**src/rtl/pcr_pkg.sv**
```systemverilog
`timescale 1ns / 1ps
`default_nettype none

package pcr_pkg;

  // Fixed field widths
  localparam int POS_WIDTH       = 32;
  localparam int TURN_BITS_DEF   = 16;
  localparam int INTEG_WIDTH_DEF = 48;
  localparam int DT_W            = 24;
  localparam int CUR_W           = 32;
  localparam int GAIN_W          = 32;
  localparam int LIM_W           = 47;

  // Configuration port
  localparam int CFG_DW = 47;
  localparam int CFG_AW = 3;

  // Shared multiplier and accumulator
  localparam int MUL_W     = 32;
  localparam int OPB_W     = 2 * MUL_W;
  localparam int ACC_W     = MUL_W + OPB_W + 2;
  localparam int SAT_W     = 64;
  localparam int SUM_W     = SAT_W + 1;
  localparam int OUT_SHIFT = 24;

  // Register indexes
  localparam logic [CFG_AW-1:0] REG_MODE         = 3'd0;
  localparam logic [CFG_AW-1:0] REG_PROP_GAIN    = 3'd1;
  localparam logic [CFG_AW-1:0] REG_INTEG_GAIN   = 3'd2;
  localparam logic [CFG_AW-1:0] REG_INTEG_LIMIT  = 3'd3;
  localparam logic [CFG_AW-1:0] REG_CURRENT_LOW  = 3'd4;
  localparam logic [CFG_AW-1:0] REG_CURRENT_HIGH = 3'd5;
  localparam logic [CFG_AW-1:0] REG_WRAP_ERROR   = 3'd6;
  localparam logic [CFG_AW-1:0] REG_HOLD_CURRENT = 3'd7;

  // Mode codes
  localparam logic [1:0] MODE_SERVO     = 2'd0;
  localparam logic [1:0] MODE_HOLD_REG  = 2'd1;
  localparam logic [1:0] MODE_HOLD_LAST = 2'd2;

  typedef struct packed {
    logic                        op;
    logic signed [POS_WIDTH-1:0] position_ref;
    logic signed [POS_WIDTH-1:0] position_meas;
    logic                        ref_valid;
    logic                        meas_valid;
    logic [DT_W-1:0]             sample_time;
  } in_item_t;

  typedef struct packed {
    logic signed [CUR_W-1:0] current_ref;
    logic                    sat_high;
    logic                    sat_low;
    logic                    fallback;
  } out_item_t;

  // What a word asks of the block
  typedef enum logic [2:0] {
    K_CLEAR,
    K_STALE,
    K_HOLD_REG,
    K_HOLD_LAST,
    K_INVALID,
    K_SERVO
  } kind_t;

  // Datapath register step
  typedef enum logic [2:0] {
    ST_NONE,
    ST_ERR,
    ST_EMAG,
    ST_PSAT,
    ST_IADD,
    ST_ICLAMP,
    ST_PMAG,
    ST_CLAMP
  } dp_step_t;

  typedef enum logic [1:0] {
    MA_DT,
    MA_KP,
    MA_KI
  } mul_a_t;

  typedef enum logic [1:0] {
    MB_ERR_LO,
    MB_ERR_HI,
    MB_PROP_LO,
    MB_PROP_HI
  } mul_b_t;

  typedef struct packed {
    logic     load_in;
    dp_step_t step;
    logic     mul_en;
    mul_a_t   a_sel;
    mul_b_t   b_sel;
    logic     acc_add;
    logic     commit;
  } dp_cmd_t;

  typedef struct packed {
    kind_t kind;
  } dp_stat_t;

  typedef enum logic [4:0] {
    S_IDLE,
    S_ERR,
    S_EMAG,
    S_M0,
    S_M1,
    S_M2,
    S_PSAT,
    S_IADD,
    S_ICLAMP,
    S_PMAG,
    S_Q1,
    S_Q2,
    S_Q3,
    S_Q4,
    S_CLAMP,
    S_FIN,
    S_SIMPLE
  } ctrl_state_t;

endpackage

`default_nettype wire

```
**src/rtl/pcr_ctrl.sv**
```systemverilog
`timescale 1ns / 1ps
`default_nettype none

module pcr_ctrl (
  input  wire logic              clk,
  input  wire logic              rst_n,
  input  wire logic              in_valid,
  input  wire logic              out_ready,
  input  wire pcr_pkg::dp_stat_t stat,
  output logic                   in_ready,
  output logic                   out_valid,
  output pcr_pkg::dp_cmd_t       cmd
);
  import pcr_pkg::*;

  ctrl_state_t state_r, state_nxt;
  logic        out_valid_r, out_valid_nxt;
  logic        can_load;

  // Output register is free, or is being emptied this cycle
  assign can_load  = !out_valid_r || out_ready;
  assign in_ready  = (state_r == S_IDLE);
  assign out_valid = out_valid_r;

  // Next state
  always_comb begin
    state_nxt = state_r;
    unique case (state_r)
      S_IDLE:   if (in_valid) state_nxt = S_ERR;
      S_ERR:    state_nxt = (stat.kind == K_SERVO) ? S_EMAG : S_SIMPLE;
      S_EMAG:   state_nxt = S_M0;
      S_M0:     state_nxt = S_M1;
      S_M1:     state_nxt = S_M2;
      S_M2:     state_nxt = S_PSAT;
      S_PSAT:   state_nxt = S_IADD;
      S_IADD:   state_nxt = S_ICLAMP;
      S_ICLAMP: state_nxt = S_PMAG;
      S_PMAG:   state_nxt = S_Q1;
      S_Q1:     state_nxt = S_Q2;
      S_Q2:     state_nxt = S_Q3;
      S_Q3:     state_nxt = S_Q4;
      S_Q4:     state_nxt = S_CLAMP;
      S_CLAMP:  state_nxt = S_FIN;
      S_FIN, S_SIMPLE: begin
        if (can_load) state_nxt = S_IDLE;
      end
      default:  state_nxt = S_IDLE;
    endcase
  end

  // Datapath commands
  always_comb begin
    cmd         = '0;
    cmd.step    = ST_NONE;
    cmd.a_sel   = MA_DT;
    cmd.b_sel   = MB_ERR_LO;
    unique case (state_r)
      S_IDLE:   cmd.load_in = in_valid;
      S_ERR:    cmd.step = ST_ERR;
      S_EMAG:   cmd.step = ST_EMAG;
      S_M0: begin
        cmd.mul_en = 1'b1;
        cmd.a_sel  = MA_DT;
        cmd.b_sel  = MB_ERR_LO;
      end
      S_M1: begin
        cmd.acc_add = 1'b1;
        cmd.mul_en  = 1'b1;
        cmd.a_sel   = MA_DT;
        cmd.b_sel   = MB_ERR_HI;
      end
      S_M2:     cmd.acc_add = 1'b1;
      S_PSAT:   cmd.step = ST_PSAT;
      S_IADD:   cmd.step = ST_IADD;
      S_ICLAMP: cmd.step = ST_ICLAMP;
      S_PMAG: begin
        cmd.step   = ST_PMAG;
        cmd.mul_en = 1'b1;
        cmd.a_sel  = MA_KP;
        cmd.b_sel  = MB_ERR_LO;
      end
      S_Q1: begin
        cmd.acc_add = 1'b1;
        cmd.mul_en  = 1'b1;
        cmd.a_sel   = MA_KP;
        cmd.b_sel   = MB_ERR_HI;
      end
      S_Q2: begin
        cmd.acc_add = 1'b1;
        cmd.mul_en  = 1'b1;
        cmd.a_sel   = MA_KI;
        cmd.b_sel   = MB_PROP_LO;
      end
      S_Q3: begin
        cmd.acc_add = 1'b1;
        cmd.mul_en  = 1'b1;
        cmd.a_sel   = MA_KI;
        cmd.b_sel   = MB_PROP_HI;
      end
      S_Q4:     cmd.acc_add = 1'b1;
      S_CLAMP:  cmd.step = ST_CLAMP;
      S_FIN, S_SIMPLE: cmd.commit = can_load;
      default:  cmd.load_in = 1'b0;
    endcase
  end

  // Set on a new result, drop once taken
  always_comb begin
    out_valid_nxt = out_valid_r;
    if (cmd.commit) begin
      out_valid_nxt = 1'b1;
    end else if (out_ready) begin
      out_valid_nxt = 1'b0;
    end
  end

  always_ff @(posedge clk) begin
    if (!rst_n) begin
      state_r     <= S_IDLE;
      out_valid_r <= 1'b0;
    end else begin
      state_r     <= state_nxt;
      out_valid_r <= out_valid_nxt;
    end
  end

endmodule

`default_nettype wire

```
**config.mk**
```make
export PLATFORM = sky130hd
export DESIGN_NAME = pcr_ctrl
export DESIGN_NICKNAME = d
export VERILOG_FILES = /design/src/rtl/pcr_pkg.sv /design/src/rtl/pcr_ctrl.sv
export SDC_FILE = /design/constraint.sdc
export NUM_CORES = 1
export LEC_CHECK = 0
export BUFFER_PORTS_ARGS = -buffer_cell sky130_fd_sc_hd__buf_2
export CAP_MARGIN = 5
export CORE_AREA = 4 4 41 43
export CTS_BUF_LIST = sky130_fd_sc_hd__clkbuf_2 sky130_fd_sc_hd__clkbuf_4 sky130_fd_sc_hd__clkbuf_8
export DETAILED_ROUTE_END_ITERATION = 16
export DIE_AREA = 0 0 45 47
export GPL_ROUTABILITY_DRIVEN = 0
export GPL_TIMING_DRIVEN = 0
export PLACE_DENSITY_LB_ADDON = 0.08
export REMOVE_ABC_BUFFERS = 1
export SLEW_MARGIN = 30
export SYNTH_ARGS = -nofsm -noshare
export SYNTH_HDL_FRONTEND = slang
export SYNTH_SLANG_ARGS = --single-unit
```
**constraint.sdc**
```tcl
create_clock -name clk -period 2.7 [get_ports clk]
set_input_delay 0.54 -clock clk [delete_from_list [all_inputs] [get_ports clk]]
set_output_delay 0.54 -clock clk [all_outputs]
set_load 0.03 [all_outputs]
```
==> results of run 1 <==
[final cells by class]
class / count / area share
Sequential cell: 6 / 0.1875
Multi-Input combinational cell: 55 / 0.5879
Tap cell: 15 / 0.02930
Clock buffer: 3 / 0.03516
Timing Repair Buffer: 19 / 0.1484
Inverter: 2 / 0.01172
[critical path, stage by stage (launching register included)]
cell     delay, ns
dfxtp_1       0.65
or3b_1        0.42
o21a_1        0.12
nor2_2        0.09
buf_2         0.20
[state kept, by name, summed over array words and instances, names as in the netlist]
register   flops
state_r        5
out_valid      1
[metal layers]
layer,up-vias,GRT usage
met2,15,0.2090
met3,2,0.02299
met1,237,0.1651
li1,276,-
met4,0,0.07018
met5,-,0
[cell usage in the layout (no fill, tap or decap)]
cell,synthesis,final
a211oi_2,1,1
a21boi_1,2,2
a21o_1,2,2
a21oi_1,2,2
a2bb2oi_2,1,1
a31oi_1,1,1
and2_1,1,1
and2b_1,1,1
and3_1,2,2
and3b_1,1,1
buf_2,3,19
clkbuf_4,0,3
dfxtp_1,6,6
inv_1,2,2
mux2i_1,2,2
nand2_1,3,3
nand2b_1,5,5
nand3_1,1,1
nand3_2,1,1
nand3b_1,1,1
nor2_1,7,7
nor2_2,1,1
nor2b_1,3,3
nor3_1,4,4
nor3_2,1,1
nor3b_1,1,1
nor4_1,1,1
nor4_2,1,1
o21a_1,2,2
o21ai_1,1,1
o22ai_1,2,2
o32ai_2,1,1
or3b_1,1,1
xor2_1,2,2
[cell families after synthesis]
logic type	Yosys count	share of synthesized area
AOI/OAI and AO/OA	15	0.2202
xor gates and xnor gates	2	0.03147
and+or+nand+nor	36	0.3888
muxes	2	0.03596
DFF	6	0.2157
buffers and inverters	9	0.1079
[final timing paths]
path | startpoint | slack (ns) | cells past startpoint | end
worst max-delay path | state_r[2] | 0.44 | 4 | cmd[5]
worst min-delay path | out_valid | 0.56 | 2 | out_valid
worst max register to register | state_r[4] | 1.36 | 3 | state_r[2]
worst min register to register | out_valid | 0.56 | 2 | out_valid
[power groups by stage]
| stage | combinational (W) | sequential (W) | clock (W) |
|---|---|---|---|
| 5_1_grt | 0.0000480 | 0.000100 | 0.0000897 |
| 2_1_floorplan | 0.0000307 | 0.0000996 | 0 |
| 3_5_place_dp | 0.0000444 | 0.000101 | 0 |
| 4_1_cts | 0.0000446 | 0.0000993 | 0.0000865 |
| 3_3_place_gp | 0.0000439 | 0.000101 | 0 |
| 6_report | 0.0000442 | 0.0000991 | 0.0000823 |
[per-stage QoR]
step                      worst slack [ns]  hold WS (ns)
final                               0.4412        0.5566
after global routing                0.3269        0.5677
after CTS                           0.4345        0.5560
after detailed placement            0.7008        0.5487
after global placement              0.7141        0.5466
after floorplan                     0.5897        0.5790
[cells in the mapped netlist (all sizes together) (3+ instances only)]
master	instances
nor2	8
buf	7
dfxtp	6
nand2b	5
nor3	5
nand2	3
nor2b	3
==> impl_metrics.tcl, run 1 <==
set metrics [dict create \
    status "complete, no violations" \
    tritoncts "done" \
    netlist_instances 70 \
    fin_setup_tns_ns 0 \
    initial_core_util 0.4279 \
    p_clk_frac 0.365 \
    fin_crit_sh 0.8366 \
    utilization 0.4923 \
    grt_pass1_vias 476 \
    switching_share 0.2898 \
    cts_buffers 3 \
    ys_ff_latch 6 \
    avgSynthCellArea_um2 7.954 \
    grt.overflow.total 0 \
    yosysTopAreaCell "dfxtp_1" \
    wl_met3_um 71 \
    drive_gt1_frac 0.3412 \
    synth_edf_count 0 \
    dp_hpwl_um 889.1 \
    pwr_density_cell_mw_per_mm2 352.0 \
    seqCellArea_um2 120.1 \
    clockBufferDepth 2 \
    viasPerCell 5.300 \
    fin_skew_ns 0.0004806 \
    port_buffers 19 \
    antenna_found_initial 0 \
    clock_latency_ns 0.24 \
    m1WireLength_um 606 \
    critPathArrivalTime_ns 1.72 \
    slew_headroom 0.6471 \
    yosys_warnings 0 \
    drt_wl_total_um 1212 \
    antenna-diode-count 0 \
    die_w_um 45 \
    core-area_mm2 0.001301 \
    synth_area_um2 556.8 \
    dp_cells 97 \
    p_total_w 0.0002255 \
    ys_seq_area_frac 0.2157 \
    fillCellCount 149 \
    num_vias 530 \
    max_cap_viol_count 0 \
    die_h_um 47 \
    yosysTopAreaCellShare 0.2157 \
    multiInputGateArea_um2 376.6 \
    finalSetupViolations 0 \
    hold_viol 0 \
    cts_setup_buffers 0 \
    wire_per_inst_um 12.12 \
    ant_nets 0 \
    clkTransAtPathRegs_ns 0.05 \
    dr_wl_met2_um 528 \
    ys_top_cells_by_area "dfxtp_1, nand2b_1, nor2_1, buf_6, mux2i_1" \
    cts_resized 0 \
    fmax_ghz 0.4427 \
    leakagePower_nw 0.2795 \
    drt_iter0_drc 2 \
    pwr-share-seq 0.439 \
    worstSetupPathType "register to primary output" \
    design_area_um2 640.6 \
    combPwrFrac 0.196 \
    worstMarginPinSlew_ns 0.5286 \
    syn_to_final_growth_pct 15.06 \
    hp-class "register to register" \
    die_area_mm2 0.002115 \
    rsz0062_at_grt "no" \
    internal_power_w 0.0001601 \
    ys.flop_type "dfxtp_1" \
    power_switching_w 0.00006535 \
    htreeDepth 1 \
    instances_no_fill 100 \
    crit_fanout 15 \
    crit_required_ns 2.16 \
    drc_errors 0 \
    endpoint_kind "primary output" \
    boundaryPins 20 \
    grt_pass1_wl_um 2014 \
    crit_path_start_kind "register" \
    final_nets 94 \
    async_flop_share 0 \
    dr.pass1.iters 3 \
    synthDistinctLibCells 35 \
    peakVddDrop_mv 0.1959 \
    clock_sinks 6 \
    fin_crit_ns 2.259 \
    rows 13 \
    placed_area_um2 618.1 \
    holdBufCountCts 0 \
    highest_layer "met4" \
    final-max-slew-violation-count 0 \
    grt_start_max_net_pins 16 \
    cts_root_buffer "clkbuf_4" \
    track_usage 0.1300 \
]
No activity file was read; power rests on OpenSTA's default activity.
==> inputs of run 2 (changes only) <==
- clock period: 2.7 -> 2.2 ns (I/O delays scaled with it)
==> impl_metrics.tcl, run 2 (synthesis results as in run 1) <==
set metrics [dict create \
    boundaryPins 20 \
    syn_to_final_growth_pct 15.51 \
    hp-class "input pin to register" \
    cts_root_buffer "clkbuf_4" \
    pre_cts_slack_ns 0.3008 \
    status "complete, no violations" \
    fin_crit_sh 0.9252 \
    track_usage 0.1300 \
    fin_ws_ns 0.1645 \
    worstSetupPathType "register to primary output" \
    rows 13 \
    utilization 0.4942 \
    final-max-slew-violation-count 0 \
    path_buf_inv 1 \
    critPathArrivalTime_ns 1.60 \
    final_common_cell "buf_2" \
    hold_viol 0 \
    max_cap_viol_count 0 \
    grt_pass1_vias 476 \
    cp_top_family "flip-flops" \
    holdBufCountCts 0 \
    fin_crit_ns 2.036 \
    crit_path_start_kind "register" \
    antenna_found_initial 0 \
    leakagePower_nw 0.2803 \
    cp_slowest_cell "dfxtp_1" \
    rsz0062_at_grt "no" \
    instances_no_fill 100 \
    crit_fanout 12 \
    hp-start "rst_n" \
    initial_core_util 0.4279 \
    reg2reg_to "state_r[2]" \
    num_vias 534 \
    dp_hpwl_um 889.1 \
    die_area_mm2 0.002115 \
    clkTransAtPathRegs_ns 0.04 \
    drt_wl_total_um 1204 \
    dr.pass1.iters 3 \
    worstMarginPinSlew_ns 0.4432 \
    port_buffers 19 \
    core-area_mm2 0.001301 \
    antenna-diode-count 0 \
    crit_start "state_r[4]" \
    viasPerCell 5.340 \
    endpoint_kind "primary output" \
    hold_depth 2 \
    htreeDepth 1 \
    die_w_um 45 \
    fillCellCount 150 \
    drt_iter0_drc 1 \
    cts_buffers 3 \
    regToRegStartpoint "state_r[4]" \
    ant_nets 0 \
    clock_latency_ns 0.24 \
    grt.overflow.total 0 \
    die_h_um 47 \
    pwr_density_cell_mw_per_mm2 430.5 \
    worst_r2r_path_depth 3 \
    finalSetupViolations 0 \
    peakVddDrop_mv 0.2408 \
    reg2reg_slack_ns 0.86 \
    tritoncts "done" \
    hold_slack_ns 0.4668 \
    fin_setup_tns_ns 0 \
    drive_gt1_frac 0.3647 \
    grt_pass1_wl_um 2014 \
    holdPathEnd "state_r[0]" \
    regMostFlops "state_r" \
    cp_slowest_stage_delay_ns 0.56 \
    cp_cell_sequence "nand2b_1 -> a2bb2oi_2 -> nor2_1 -> buf_2" \
    clock_sinks 6 \
    largest_reg_flops 5 \
    grt_start_max_net_pins 16 \
    wire_per_inst_um 12.04 \
    final_cell_mix "buf_2, nor2_1, nand2b_1, nor3_1, dfxtp_1" \
    fmax_ghz 0.4913 \
    final_nets 94 \
    dp_cells 97 \
    clockBufferDepth 2 \
    drc_errors 0 \
    slew_headroom 0.7041 \
    crit_required_ns 1.76 \
    fin_skew_ns 0.0009908 \
]
[run 2: how the worst max path moves through the flow]
stage / endpoint / slack (ns) / cells past startpoint
after floorplan: cmd[3] / 0.19 / 3
after global placement: cmd[5] / 0.31 / 4
after detailed placement: cmd[5] / 0.30 / 4
after CTS: cmd[5] / 0.03 / 4
after global routing: cmd[0] / 0.03 / 4
final: cmd[0] / 0.16 / 4
[run 2: per-layer routing]
layer | wire (um) | up-vias | global-route usage
met4 | 6 | 0 | 0.07018
met1 | 592 | 241 | 0.1651
li1 | - | 276 | -
met5 | 0 | - | 0
met2 | 533 | 15 | 0.2090
met3 | 71 | 2 | 0.02299
[run 2: timing repair]
action / 4_1_cts / 5_1_grt
buffers inserted: 0 / 0
endpoints found under the setup margin: 0 / 3
gates resized for setup: 0 / 2
[run 2: where the power goes]
group | leakage [nW] | internal (W) | switching (W)
clock network | 0.0138 | 0.0000617 | 0.0000392
registers | 0.0496 | 0.000112 | 0.00000941
logic | 0.217 | 0.0000227 | 0.0000314
[run 2: area by class of cell]
class / instances / area [um2] / area share
Clock buffer: 3 / 22.52 / 0.03502
Inverter: 2 / 7.507 / 0.01167
Sequential cell: 6 / 122.6 / 0.1907
Tap cell: 15 / 18.77 / 0.02918
Timing Repair Buffer: 19 / 95.09 / 0.1479
Multi-Input combinational cell: 55 / 376.6 / 0.5856
[run 2: metrics by stage]
stage               cell area [um2]  total power [W]
finish                        643.1        0.0002768
global route                  643.1        0.0002924
CTS                           640.6        0.0002827
detailed placement            618.1        0.0001783
global placement              618.1        0.0001777
floorplan                     504.2        0.0001599
==> inputs of run 3 (changes only) <==
--- a/config.mk
+++ b/config.mk
@@ -10,4 +10,5 @@
 export CORE_AREA = 4 4 41 43
 export CTS_BUF_LIST = sky130_fd_sc_hd__clkbuf_2 sky130_fd_sc_hd__clkbuf_4 sky130_fd_sc_hd__clkbuf_8
+export CTS_CLUSTER_DIAMETER = 50
 export DETAILED_ROUTE_END_ITERATION = 16
 export DIE_AREA = 0 0 45 47
==> constraint.sdc (replaced) <==
create_clock -name clk -period 1.88 [get_ports clk]
set_input_delay 0.188 -clock clk [delete_from_list [all_inputs] [get_ports clk]]
set_output_delay 0.188 -clock clk [all_outputs]
set_load 0.03 [all_outputs]
==> impl_metrics.tcl, run 3 (synthesis results as in run 1) <==
set metrics [dict create \
    status "complete, no violations" \
    largest_reg_flops 5 \
    placed_area_um2 618.1 \
    crit_required_ns 1.69 \
    holdBufCountCts 0 \
    die_area_mm2 0.002115 \
    pwr_density_cell_mw_per_mm2 503.1 \
    final-max-slew-violation-count 0 \
    dp_hpwl_um 889.1 \
    pwr-share-seq 0.440 \
    slew_headroom 0.7041 \
    crit_fanout 13 \
    cts_buffers 3 \
    final_common_cell "buf_2" \
    antenna_found_initial 0 \
    num_vias 534 \
    boundaryPins 20 \
    drive_gt1_frac 0.3765 \
    cp_top_family "flip-flops" \
    crit_path_start_kind "register" \
    design_area_um2 644.4 \
    endpoint_kind "primary output" \
    crit_start "state_r[1]" \
    reg2reg_to "state_r[1]" \
    die_h_um 47 \
    leakagePower_nw 0.2807 \
    rsz0062_at_grt "no" \
    die_w_um 45 \
    grt_pass1_wl_um 2014 \
    cts_setup_buffers 0 \
    dr.pass1.iters 3 \
    clock_sinks 6 \
    cts_root_buffer "clkbuf_4" \
    pre_cts_slack_ns 0.2328 \
    clkTransAtPathRegs_ns 0.05 \
    grt.overflow.total 0 \
    worstMarginPinSlew_ns 0.4432 \
    critPathArrivalTime_ns 1.56 \
    cp_cell_sequence "nand3_2 -> a2bb2oi_2 -> nor2_1 -> buf_2" \
    peakVddDrop_mv 0.2818 \
    antenna-diode-count 0 \
    reg2reg_slack_ns 0.60 \
    worst_r2r_path_depth 3 \
    fin_setup_tns_ns 0 \
    hold_viol 0 \
    cp_slowest_cell "dfxtp_1" \
    fin_ws_ns 0.1355 \
    fin_crit_sh 0.9279 \
    viasPerCell 5.340 \
    port_buffers 19 \
    path_buf_inv 1 \
    tritoncts "done" \
    p_clk_frac 0.364 \
    power_switching_w 0.00009364 \
    syn_to_final_growth_pct 15.73 \
    internal_power_w 0.0002306 \
    regMostFlops "state_r" \
    cp_slowest_stage_delay_ns 0.59 \
    fin_skew_ns 0.0009908 \
    finalSetupViolations 0 \
    switching_share 0.2888 \
    grt_pass1_vias 472 \
    initial_core_util 0.4279 \
    track_usage 0.1300 \
    hp-class "input pin to register" \
    fin_crit_ns 1.745 \
    final_cell_mix "buf_2, nor2_1, nand2b_1, nor3_1" \
    fmax_ghz 0.5732 \
    htreeDepth 1 \
    ant_nets 0 \
    wire_per_inst_um 12.04 \
    drc_errors 0 \
    worstSetupPathType "register to primary output" \
    regToRegStartpoint "state_r[1]" \
    fillCellCount 149 \
    core-area_mm2 0.001301 \
    endpoint "cmd[0]" \
    final_nets 94 \
    drt_iter0_drc 1 \
    grt_start_max_net_pins 16 \
    clock_latency_ns 0.24 \
    drt_wl_total_um 1204 \
    cp.depth 4 \
    rows 13 \
    combPwrFrac 0.196 \
    clockBufferDepth 2 \
    max_cap_viol_count 0 \
]
==> run 3: power groups by stage <==
stage | registers, W | logic (W) | clock network [W]
after global routing | 0.000145 | 0.0000689 | 0.000129
after global placement | 0.000145 | 0.0000630 | 0
after CTS | 0.000143 | 0.0000640 | 0.000124
final | 0.000143 | 0.0000634 | 0.000118
after floorplan | 0.000143 | 0.0000441 | 0
after detailed placement | 0.000145 | 0.0000638 | 0
==> run 3: worst min-delay path by stage <==
stage	start	end	slack (ns)	cells after the start
global placement	rst_n	state_r[0]	0.46	2
detailed placement	rst_n	state_r[0]	0.47	2
finish	rst_n	state_r[0]	0.21	2
global route	rst_n	state_r[0]	0.21	2
floorplan	rst_n	state_r[0]	0.31	1
CTS	rst_n	state_r[0]	0.21	2
==> run 3: metal layers <==
| metal | track usage | vias to the layer above | wire [um] | share of wire |
|---|---|---|---|---|
| li1 | - | 276 | - | - |
| met1 | 0.1651 | 241 | 592 | 0.49 |
| met2 | 0.2090 | 15 | 533 | 0.44 |
| met3 | 0.02299 | 2 | 71 | 0.059 |
| met4 | 0.07018 | 0 | 6 | 0.0050 |
| met5 | 0 | - | 0 | 0 |
==> run 3: layout make-up <==
class	count	area [um2]	share of cell area
inverters	2	7.507	0.01165
repair buffers	19	95.09	0.1476
well taps	15	18.77	0.02913
clock buffers	3	22.52	0.03495
flip-flops and latches	6	123.9	0.1922
multi-input cells	55	376.6	0.5845
==> run 3: timing repair <==
item                       in CTS  in global routing
resized for setup               1                  2
cloned                          0                  0
setup endpoints to repair       2                  3
==> run 3: stage by stage <==
stage                     cells    util  hold WS [ns]  total power (W)
after detailed placement     97  0.4750        0.4705        0.0002087
after CTS                   100  0.4933        0.2142        0.0003308
final                       100  0.4952        0.2148        0.0003242
after global placement       97  0.4750        0.4643        0.0002080
after floorplan              63       -        0.3055        0.0001871
after global routing        100  0.4952        0.2083        0.0003424
